$ cat config.mk
export PLATFORM = sky130hd
export DESIGN_NAME = traffic_light_pedestrian_sequencer_unit
export DESIGN_NICKNAME = d
export VERILOG_FILES = /design/src/sv/tlps_pkg.sv /design/src/sv/traffic_light_pedestrian_sequencer_unit.sv
export SDC_FILE = /design/constraint.sdc
export NUM_CORES = 1
export LEC_CHECK = 0
export BUFFER_PORTS_ARGS = -buffer_cell sky130_fd_sc_hd__buf_2
export CORE_ASPECT_RATIO = 1.75
export CORE_UTILIZATION = 45
export CTS_BUF_LIST = sky130_fd_sc_hd__clkbuf_8
export CTS_CLUSTER_DIAMETER = 30
export CTS_CLUSTER_SIZE = 14
export DETAILED_ROUTE_END_ITERATION = 16
export GPL_ROUTABILITY_DRIVEN = 0
export SETUP_SLACK_MARGIN = 0.4
export SYNTH_ARGS = -nofsm -noshare
export SYNTH_HDL_FRONTEND = slang
export SYNTH_SLANG_ARGS = --single-unit
$ cat constraint.sdc
create_clock -name clk -period 14.9 [get_ports clk]
set_clock_uncertainty 0.15 [all_clocks]
set_input_delay 0.745 -clock clk [delete_from_list [all_inputs] [get_ports clk]]
set_output_delay 0.745 -clock clk [all_outputs]
set_load 0.03 [all_outputs]
$ cat src/sv/tlps_pkg.sv
// Shared types and constants for the pedestrian crossing sequencer.
// Holds the phase encoding, payload structs and config register indexes.
// No dependencies.
package tlps_pkg;

	typedef enum logic [2:0] {
		PH_GO    = 3'd0,
		PH_YEL1  = 3'd1,
		PH_WALK  = 3'd2,
		PH_BLINK = 3'd3,
		PH_YEL2  = 3'd4
	} phase_t;

	typedef struct packed {
		logic        button_level;
		logic [11:0] light_sample;
	} in_item_t;

	typedef struct packed {
		logic       ped_red;
		logic       ped_green;
		logic       car_red;
		logic       car_yellow;
		logic [9:0] pwm_duty;
	} out_item_t;

	localparam int CfgIdxW  = 3;
	localparam int CfgDataW = 16;

	localparam logic [CfgIdxW-1:0] REG_SLOT_MS    = 3'd0;
	localparam logic [CfgIdxW-1:0] REG_SLOT_COUNT = 3'd1;
	localparam logic [CfgIdxW-1:0] REG_CONFIRM_MS = 3'd2;
	localparam logic [CfgIdxW-1:0] REG_YELLOW_MS  = 3'd3;
	localparam logic [CfgIdxW-1:0] REG_WALK_MS    = 3'd4;
	localparam logic [CfgIdxW-1:0] REG_BLINK_MS   = 3'd5;

	localparam logic [9:0]  SLOT_MS_RST    = 10'd100;
	localparam logic [6:0]  SLOT_COUNT_RST = 7'd80;
	localparam logic [7:0]  CONFIRM_MS_RST = 8'd10;
	localparam logic [15:0] YELLOW_MS_RST  = 16'd1000;
	localparam logic [15:0] WALK_MS_RST    = 16'd4000;
	localparam logic [15:0] BLINK_MS_RST   = 16'd500;

	localparam logic [11:0] SAMPLE_MIN = 12'd100;
	localparam logic [9:0]  DUTY_SCALE = 10'd1000;
	localparam logic [12:0] SAMPLE_MAX = 13'd4095;

	// max(sample,100)*1000/4095; quotient by 4096 is at most one short
	function automatic logic [9:0] duty_of(input logic [11:0] sample);
		logic [11:0] s;
		logic [21:0] prod;
		logic [9:0]  q;
		logic [12:0] r;
		s    = (sample < SAMPLE_MIN) ? SAMPLE_MIN : sample;
		prod = s * DUTY_SCALE;
		q    = prod[21:12];
		r    = {1'b0, prod[11:0]} + {3'b000, q};
		return (r >= SAMPLE_MAX) ? q + 10'd1 : q;
	endfunction

endpackage

$ cat src/sv/traffic_light_pedestrian_sequencer_unit.sv
// Pedestrian crossing sequencer top level: input register, phase logic, result register.
// Depends on tlps_pkg.
//
// One input transfer per clock is accepted and yields exactly one result transfer via the input
// register and the result register; without output stalls the sustained rate is one item per
// clock, set by the single pass from the input register through the phase logic into the
// result register. Each item is one millisecond tick: the block walks car go (with PWM duty
// refreshed per slot from the light sample and early exit on a confirmed button press), car
// yellow, pedestrian walk, BLINK_TOGGLES pedestrian green toggles and car yellow again.
// Write configuration only while no item is in flight.
module traffic_light_pedestrian_sequencer_unit #(
	parameter int BLINK_TOGGLES = 4
) (
	input  logic                             clk,
	input  logic                             arst_n,
	input  logic                             in_valid,
	output logic                             in_stall,
	input  tlps_pkg::in_item_t               in_data,
	output logic                             out_valid,
	input  logic                             out_stall,
	output tlps_pkg::out_item_t              out_data,
	input  logic                             cfg_we,
	input  logic [tlps_pkg::CfgIdxW-1:0]     cfg_index,
	input  logic [tlps_pkg::CfgDataW-1:0]    cfg_data
);
	import tlps_pkg::*;

	localparam int TW = (BLINK_TOGGLES > 2) ? $clog2(BLINK_TOGGLES) : 1;
	localparam logic [TW:0] TOGGLE_LAST = (TW+1)'(BLINK_TOGGLES);

	logic [9:0]  slot_ms_q;
	logic [6:0]  slot_count_q;
	logic [7:0]  confirm_ms_q;
	logic [15:0] yellow_ms_q;
	logic [15:0] walk_ms_q;
	logic [15:0] blink_ms_q;

	logic     valid_s1;
	in_item_t item_s1;

	phase_t      phase_q, phase_n, eff_phase;
	logic [15:0] tick_q, tick_n, eff_tick;
	logic [6:0]  slot_q, slot_n;
	logic [TW-1:0] toggle_q, toggle_n;
	logic        pending_q, pending_n;
	logic        prev_q, prev_n;
	logic [9:0]  duty_q, duty_n, duty_go;

	logic        advance;
	logic        out_valid_q;
	out_item_t   out_q, res;

	logic [9:0]  slot_m1;
	logic [15:0] yellow_e, walk_e, blink_e;
	logic [16:0] tick_inc;
	logic [TW:0] toggle_inc;
	logic        go_state, to_yel, leave, level;

	assign advance   = valid_s1 && (!out_valid_q || !out_stall);
	assign in_stall  = valid_s1 && !advance;
	assign out_valid = out_valid_q;
	assign out_data  = out_q;

	always_ff @(posedge clk or negedge arst_n) begin
		if (!arst_n) begin
			slot_ms_q    <= SLOT_MS_RST;
			slot_count_q <= SLOT_COUNT_RST;
			confirm_ms_q <= CONFIRM_MS_RST;
			yellow_ms_q  <= YELLOW_MS_RST;
			walk_ms_q    <= WALK_MS_RST;
			blink_ms_q   <= BLINK_MS_RST;
		end else if (cfg_we) begin
			unique case (cfg_index)
				REG_SLOT_MS:    slot_ms_q    <= cfg_data[9:0];
				REG_SLOT_COUNT: slot_count_q <= cfg_data[6:0];
				REG_CONFIRM_MS: confirm_ms_q <= cfg_data[7:0];
				REG_YELLOW_MS:  yellow_ms_q  <= cfg_data;
				REG_WALK_MS:    walk_ms_q    <= cfg_data;
				REG_BLINK_MS:   blink_ms_q   <= cfg_data;
				default: ;
			endcase
		end
	end

	always_ff @(posedge clk or negedge arst_n) begin
		if (!arst_n) begin
			valid_s1 <= 1'b0;
		end else if (in_valid && !in_stall) begin
			valid_s1 <= 1'b1;
		end else if (advance) begin
			valid_s1 <= 1'b0;
		end
	end

	always_ff @(posedge clk) begin
		if (in_valid && !in_stall) begin
			item_s1 <= in_data;
		end
	end

	assign slot_m1  = (slot_ms_q == 10'd0) ? 10'd0 : slot_ms_q - 10'd1;
	assign yellow_e = (yellow_ms_q == 16'd0) ? 16'd1 : yellow_ms_q;
	assign walk_e   = (walk_ms_q == 16'd0) ? 16'd1 : walk_ms_q;
	assign blink_e  = (blink_ms_q == 16'd0) ? 16'd1 : blink_ms_q;
	assign level    = item_s1.button_level;
	assign go_state = !(phase_q == PH_YEL1 || phase_q == PH_WALK
		|| phase_q == PH_BLINK || phase_q == PH_YEL2);
	assign to_yel   = go_state && tick_q == 16'd0 && !pending_q && slot_q >= slot_count_q;
	assign eff_phase = to_yel ? PH_YEL1 : (go_state ? PH_GO : phase_q);
	assign eff_tick  = to_yel ? 16'd0 : tick_q;
	assign tick_inc  = {1'b0, eff_tick} + 17'd1;
	assign toggle_inc = {1'b0, toggle_q} + {{TW{1'b0}}, 1'b1};

	// next state
	always_comb begin
		phase_n   = eff_phase;
		tick_n    = eff_tick;
		slot_n    = slot_q;
		toggle_n  = toggle_q;
		pending_n = pending_q;
		prev_n    = prev_q;
		duty_n    = to_yel ? 10'd0 : duty_q;
		duty_go   = duty_q;
		leave     = 1'b0;
		unique case (eff_phase)
			PH_GO: begin
				if (tick_q != 16'd0) begin
					tick_n = tick_q - 16'd1;
				end else if (pending_q) begin
					pending_n = 1'b0;
					if (!level) begin
						prev_n = 1'b0;
						leave  = 1'b1;
					end else begin
						tick_n = {6'd0, slot_m1};
					end
				end else begin
					duty_go = duty_of(item_s1.light_sample);
					duty_n  = duty_go;
					slot_n  = slot_q + 7'd1;
					if (prev_q && !level) begin
						if (confirm_ms_q == 8'd0) begin
							prev_n = 1'b0;
							leave  = 1'b1;
						end else begin
							pending_n = 1'b1;
							tick_n    = {8'd0, confirm_ms_q - 8'd1};
						end
					end else begin
						if (level) begin
							prev_n = 1'b1;
						end
						tick_n = {6'd0, slot_m1};
					end
				end
				if (leave) begin
					phase_n = PH_YEL1;
					tick_n  = 16'd0;
					duty_n  = 10'd0;
				end
			end
			PH_YEL1: begin
				tick_n = tick_inc[15:0];
				if (tick_inc >= {1'b0, yellow_e}) begin
					phase_n = PH_WALK;
					tick_n  = 16'd0;
				end
			end
			PH_WALK: begin
				tick_n = tick_inc[15:0];
				if (tick_inc >= {1'b0, walk_e}) begin
					phase_n  = PH_BLINK;
					tick_n   = 16'd0;
					toggle_n = '0;
				end
			end
			PH_BLINK: begin
				tick_n = tick_inc[15:0];
				if (tick_inc >= {1'b0, blink_e}) begin
					tick_n   = 16'd0;
					toggle_n = toggle_inc[TW-1:0];
					if (toggle_inc >= TOGGLE_LAST) begin
						toggle_n = '0;
						phase_n  = PH_YEL2;
					end
				end
			end
			PH_YEL2: begin
				tick_n = tick_inc[15:0];
				if (tick_inc >= {1'b0, yellow_e}) begin
					phase_n   = PH_GO;
					tick_n    = 16'd0;
					slot_n    = 7'd0;
					pending_n = 1'b0;
					duty_n    = 10'd0;
				end
			end
			default: ;
		endcase
	end

	// result
	always_comb begin
		res = '0;
		unique case (eff_phase)
			PH_GO: begin
				res.ped_red  = 1'b1;
				res.pwm_duty = duty_go;
			end
			PH_YEL1, PH_YEL2: begin
				res.ped_red    = 1'b1;
				res.car_yellow = 1'b1;
			end
			PH_WALK: begin
				res.ped_green = 1'b1;
				res.car_red   = 1'b1;
			end
			PH_BLINK: begin
				res.ped_green = toggle_q[0];
				res.car_red   = 1'b1;
			end
			default: ;
		endcase
	end

	always_ff @(posedge clk or negedge arst_n) begin
		if (!arst_n) begin
			phase_q     <= PH_GO;
			tick_q      <= 16'd0;
			slot_q      <= 7'd0;
			toggle_q    <= '0;
			pending_q   <= 1'b0;
			prev_q      <= 1'b1;
			duty_q      <= 10'd0;
			out_valid_q <= 1'b0;
		end else begin
			if (advance) begin
				phase_q   <= phase_n;
				tick_q    <= tick_n;
				slot_q    <= slot_n;
				toggle_q  <= toggle_n;
				pending_q <= pending_n;
				prev_q    <= prev_n;
				duty_q    <= duty_n;
				out_valid_q <= 1'b1;
			end else if (!out_stall) begin
				out_valid_q <= 1'b0;
			end
		end
	end

	always_ff @(posedge clk) begin
		if (advance) begin
			out_q <= res;
		end
	end

	a_stall_needs_item: assert property (@(posedge clk) disable iff (!arst_n)
		in_stall |-> valid_s1)
		else $error("input stalled with empty input register");
	a_duty_only_car_go: assert property (@(posedge clk) disable iff (!arst_n)
		(out_valid && out_data.pwm_duty != 10'd0) |-> (out_data.ped_red && !out_data.car_yellow))
		else $error("pwm duty outside car go");
	a_ped_lamps_exclusive: assert property (@(posedge clk) disable iff (!arst_n)
		out_valid |-> !(out_data.ped_red && out_data.ped_green))
		else $error("both pedestrian lamps on");
	a_duty_range: assert property (@(posedge clk) disable iff (!arst_n)
		out_valid |-> out_data.pwm_duty <= DUTY_SCALE)
		else $error("pwm duty above full scale");

endmodule
==> out/results.tsv <==
metric	value	unit
mux contribution to synthesized area	5.19	%
vias in the first global route	9476	
Synth Area in Compound Gates	17.0	%
Synth Flop Type	dfrtp_1	
max incr delay on CP	610	ps
vias per cell	5.79	
total CTS buffers	17	
gr ovfl total	0	
fmax	110	MHz
final setup fails	0	
Non-Filler Instances	1591	
Die ar.	26000	um2
internal power	1330	uW
async set-reset flop share out of synthesis	81.0	%
# DRC	0	
Post-DRT Antenna Nets	0	
critical-path maximum fanout	8	
Root Buffer	clkbuf_8	
post-route setup TNS	0	ps
Post-Route Utilization	49.8	%
Yosys warning count	0	
Worst path top cell family by delay	simple AND/OR/NAND/NOR gates	
net switching power	1380	uW
CP required	15080	ps
Sw Share	50.9	%
pwr/cell area	220	nW/um2
count leader, synth	inv_1	
Die X	122	um
class of the worst hold path	primary input to asynchronous set/reset pin	
WL final	30500	um
post-synthesis instance total	1227	
number of flops mapped to enable cells by yosys	27	
core area	24700	um2
Max VDD drop	0.174	mV
Port Buffers	52	
post-layout min period	9100	ps
commonest cells in the netlist	inv_1 (149), ha_1 (112), nand2_1 (98), o21ai_0 (93), dfrtp_1 (89)	
part of the power in registers	20.1	%
clock slew at reported path FFs	80	ps
Die H	212	um
post-synthesis cell type count	87	
Starting Density	46.0	%
Worst slew margin	31.2	%
Final Worst Setup Slack	5800	ps
gr usage total	25.1	%
largest net degree at the start of global routing	60	
worst setup path class	flop to flop	
buffer and inverter count on the worst path	3	
period utilization	61.1	%
setup slack at placement	5860	ps
area share of fa/ha/maj cells after synthesis	19.0	%
status	complete, no violations	
post-DP HPWL	24500	um
Ports	53	
unrepaired setup endpoints after global routing	false	
Synth Area in XOR/XNOR	3.99	%
Netlist Area Pre-Place	11400	um2
# rows	76	
CP Capture Type	flop	
Worst-Skew Late Latency	490	ps
Max Cap Viol	0	
total number of vias	9210	
Slew Viols, Final	0	
WP data arrival	9280	ps
drt first pass iters	5	
Simple-Gate Fraction of Synth Area	15.7	%
Post-CTS Resized	0	
leak pwr	0.00566	uW
Post-CTS Setup Inserts	0	
final hold vios	0	
CTS Sinks	142	
combinational power share	68.7	%
DR iter-0 viols	394	
CTS HTree Levels	4	
nets@finish	1452	
register area share after synthesis	32.7	%
cell mode on critical path	fa_1	
syn avg cell area	9.28	um2
WL/cell	19.2	um
initial antenna violation count	0	
CTS tree	yes	
worst slew pin tran	1030	ps
Hold-fix buffers, CTS	0	
Synth area leaders	dfrtp_1 (20%), ha_1 (12%), edfxtp_1 (7.1%), fa_1 (6.7%), dfstp_2 (6.0%)	
first-pass GRT wire length	49100	um
cell taking the most area after synthesis	dfrtp_1	
Seq cells post-synth	142	
largest family of logic cells by synthesized area	adder cells	
Clk pwr share	11.3	%
syn_nets	1414	
CTS max path bufs	2	
Max stage delay cell, worst path	nor4b_1	
placed cells	1558	
area growth from synthesis to layout	8.20	%
ratio of cells with drive above 1 in the final layout	15.6	%
Yosys top cell area share	19.6	%
crit path launch type	flop	
## layer usage
metal / track usage, % / share of wire [%] / vias up
met1: 24.2 / 34 / 4513
met2: 48.1 / 57 / 191
met4: 16.2 / 6.0 / 0
met5: 0 / 0 / -
met3: 3.62 / 2.7 / 82
li1: - / - / 4424
## placed cells by master, fill, tap and decap left out, types with 33 or more instances in the layout
cell,synthesis,final
a21oi_1,65,65
buf_2,7,51
dfrtp_1,89,89
fa_1,38,38
ha_1,112,112
inv_1,149,151
mux2_2,48,48
nand2_1,98,98
nand3_1,40,40
nor2_1,54,54
nor3_1,34,33
o21ai_0,93,93
xnor2_1,33,33
## layout make-up
class,instances,area [um2]
repair buffers,61,330
inverters,149,559
clock buffers,18,248
flip-flops and latches,142,3720
fillers,2409,12400
multi-input cells,894,6940
diodes,1,2.50
well taps,312,390
clock inverters,14,128
## kinds of logic after synthesis
| kind of cell | after synthesis |
|---|---|
| AO/OA/AOI/OAI | 295 |
| XOR/XNOR | 51 |
| adder cells (fa/ha/maj) | 150 |
| buffers and inverters | 191 |
| multiplexers | 53 |
| flip-flops | 142 |
| AND/OR/NAND/NOR | 345 |
## flip-flops by register name, indices dropped and copies added (netlist names), 8 cells and up
register,flops
confirm_ms_q,8
yellow_ms_q,16
slot_ms_q,10
duty_q,10
item_s1,12
walk_ms_q,16
tick_q,16
out_data,14
blink_ms_q,16
## power by group through the flow
stage,clock [uW],combinational (uW),sequential [uW]
after global placement,0,1820,548
final,305,1860,543
after detailed placement,0,1840,550
after CTS,314,1850,543
after global routing,330,2040,554
after floorplan,0,1390,524
## final timing paths
check / startpoint / to / slack (ps) / cells after the start
min in group clk: in_data[7] / item_s1[7] / 270 / 1
hold / removal: arst_n / blink_ms_q[13] / 180 / 1
max in group asynchronous: arst_n / confirm_ms_q[5] / 13120 / 2
hold reg to reg: duty_q[5] / duty_q[5] / 340 / 2
setup / recovery: item_s1[9] / out_data[9] / 5800 / 27
setup reg to reg: item_s1[9] / out_data[9] / 5800 / 27
## through the flow
step	total power, uW	cell area, um2	hold slack, ps
detailed placement	2390	11900	321
CTS	2710	12300	181
finish	2700	12300	179
global route	2920	12300	220
floorplan	1910	11400	295
global placement	2370	11900	312
No activity file was read; power rests on OpenSTA's default activity.
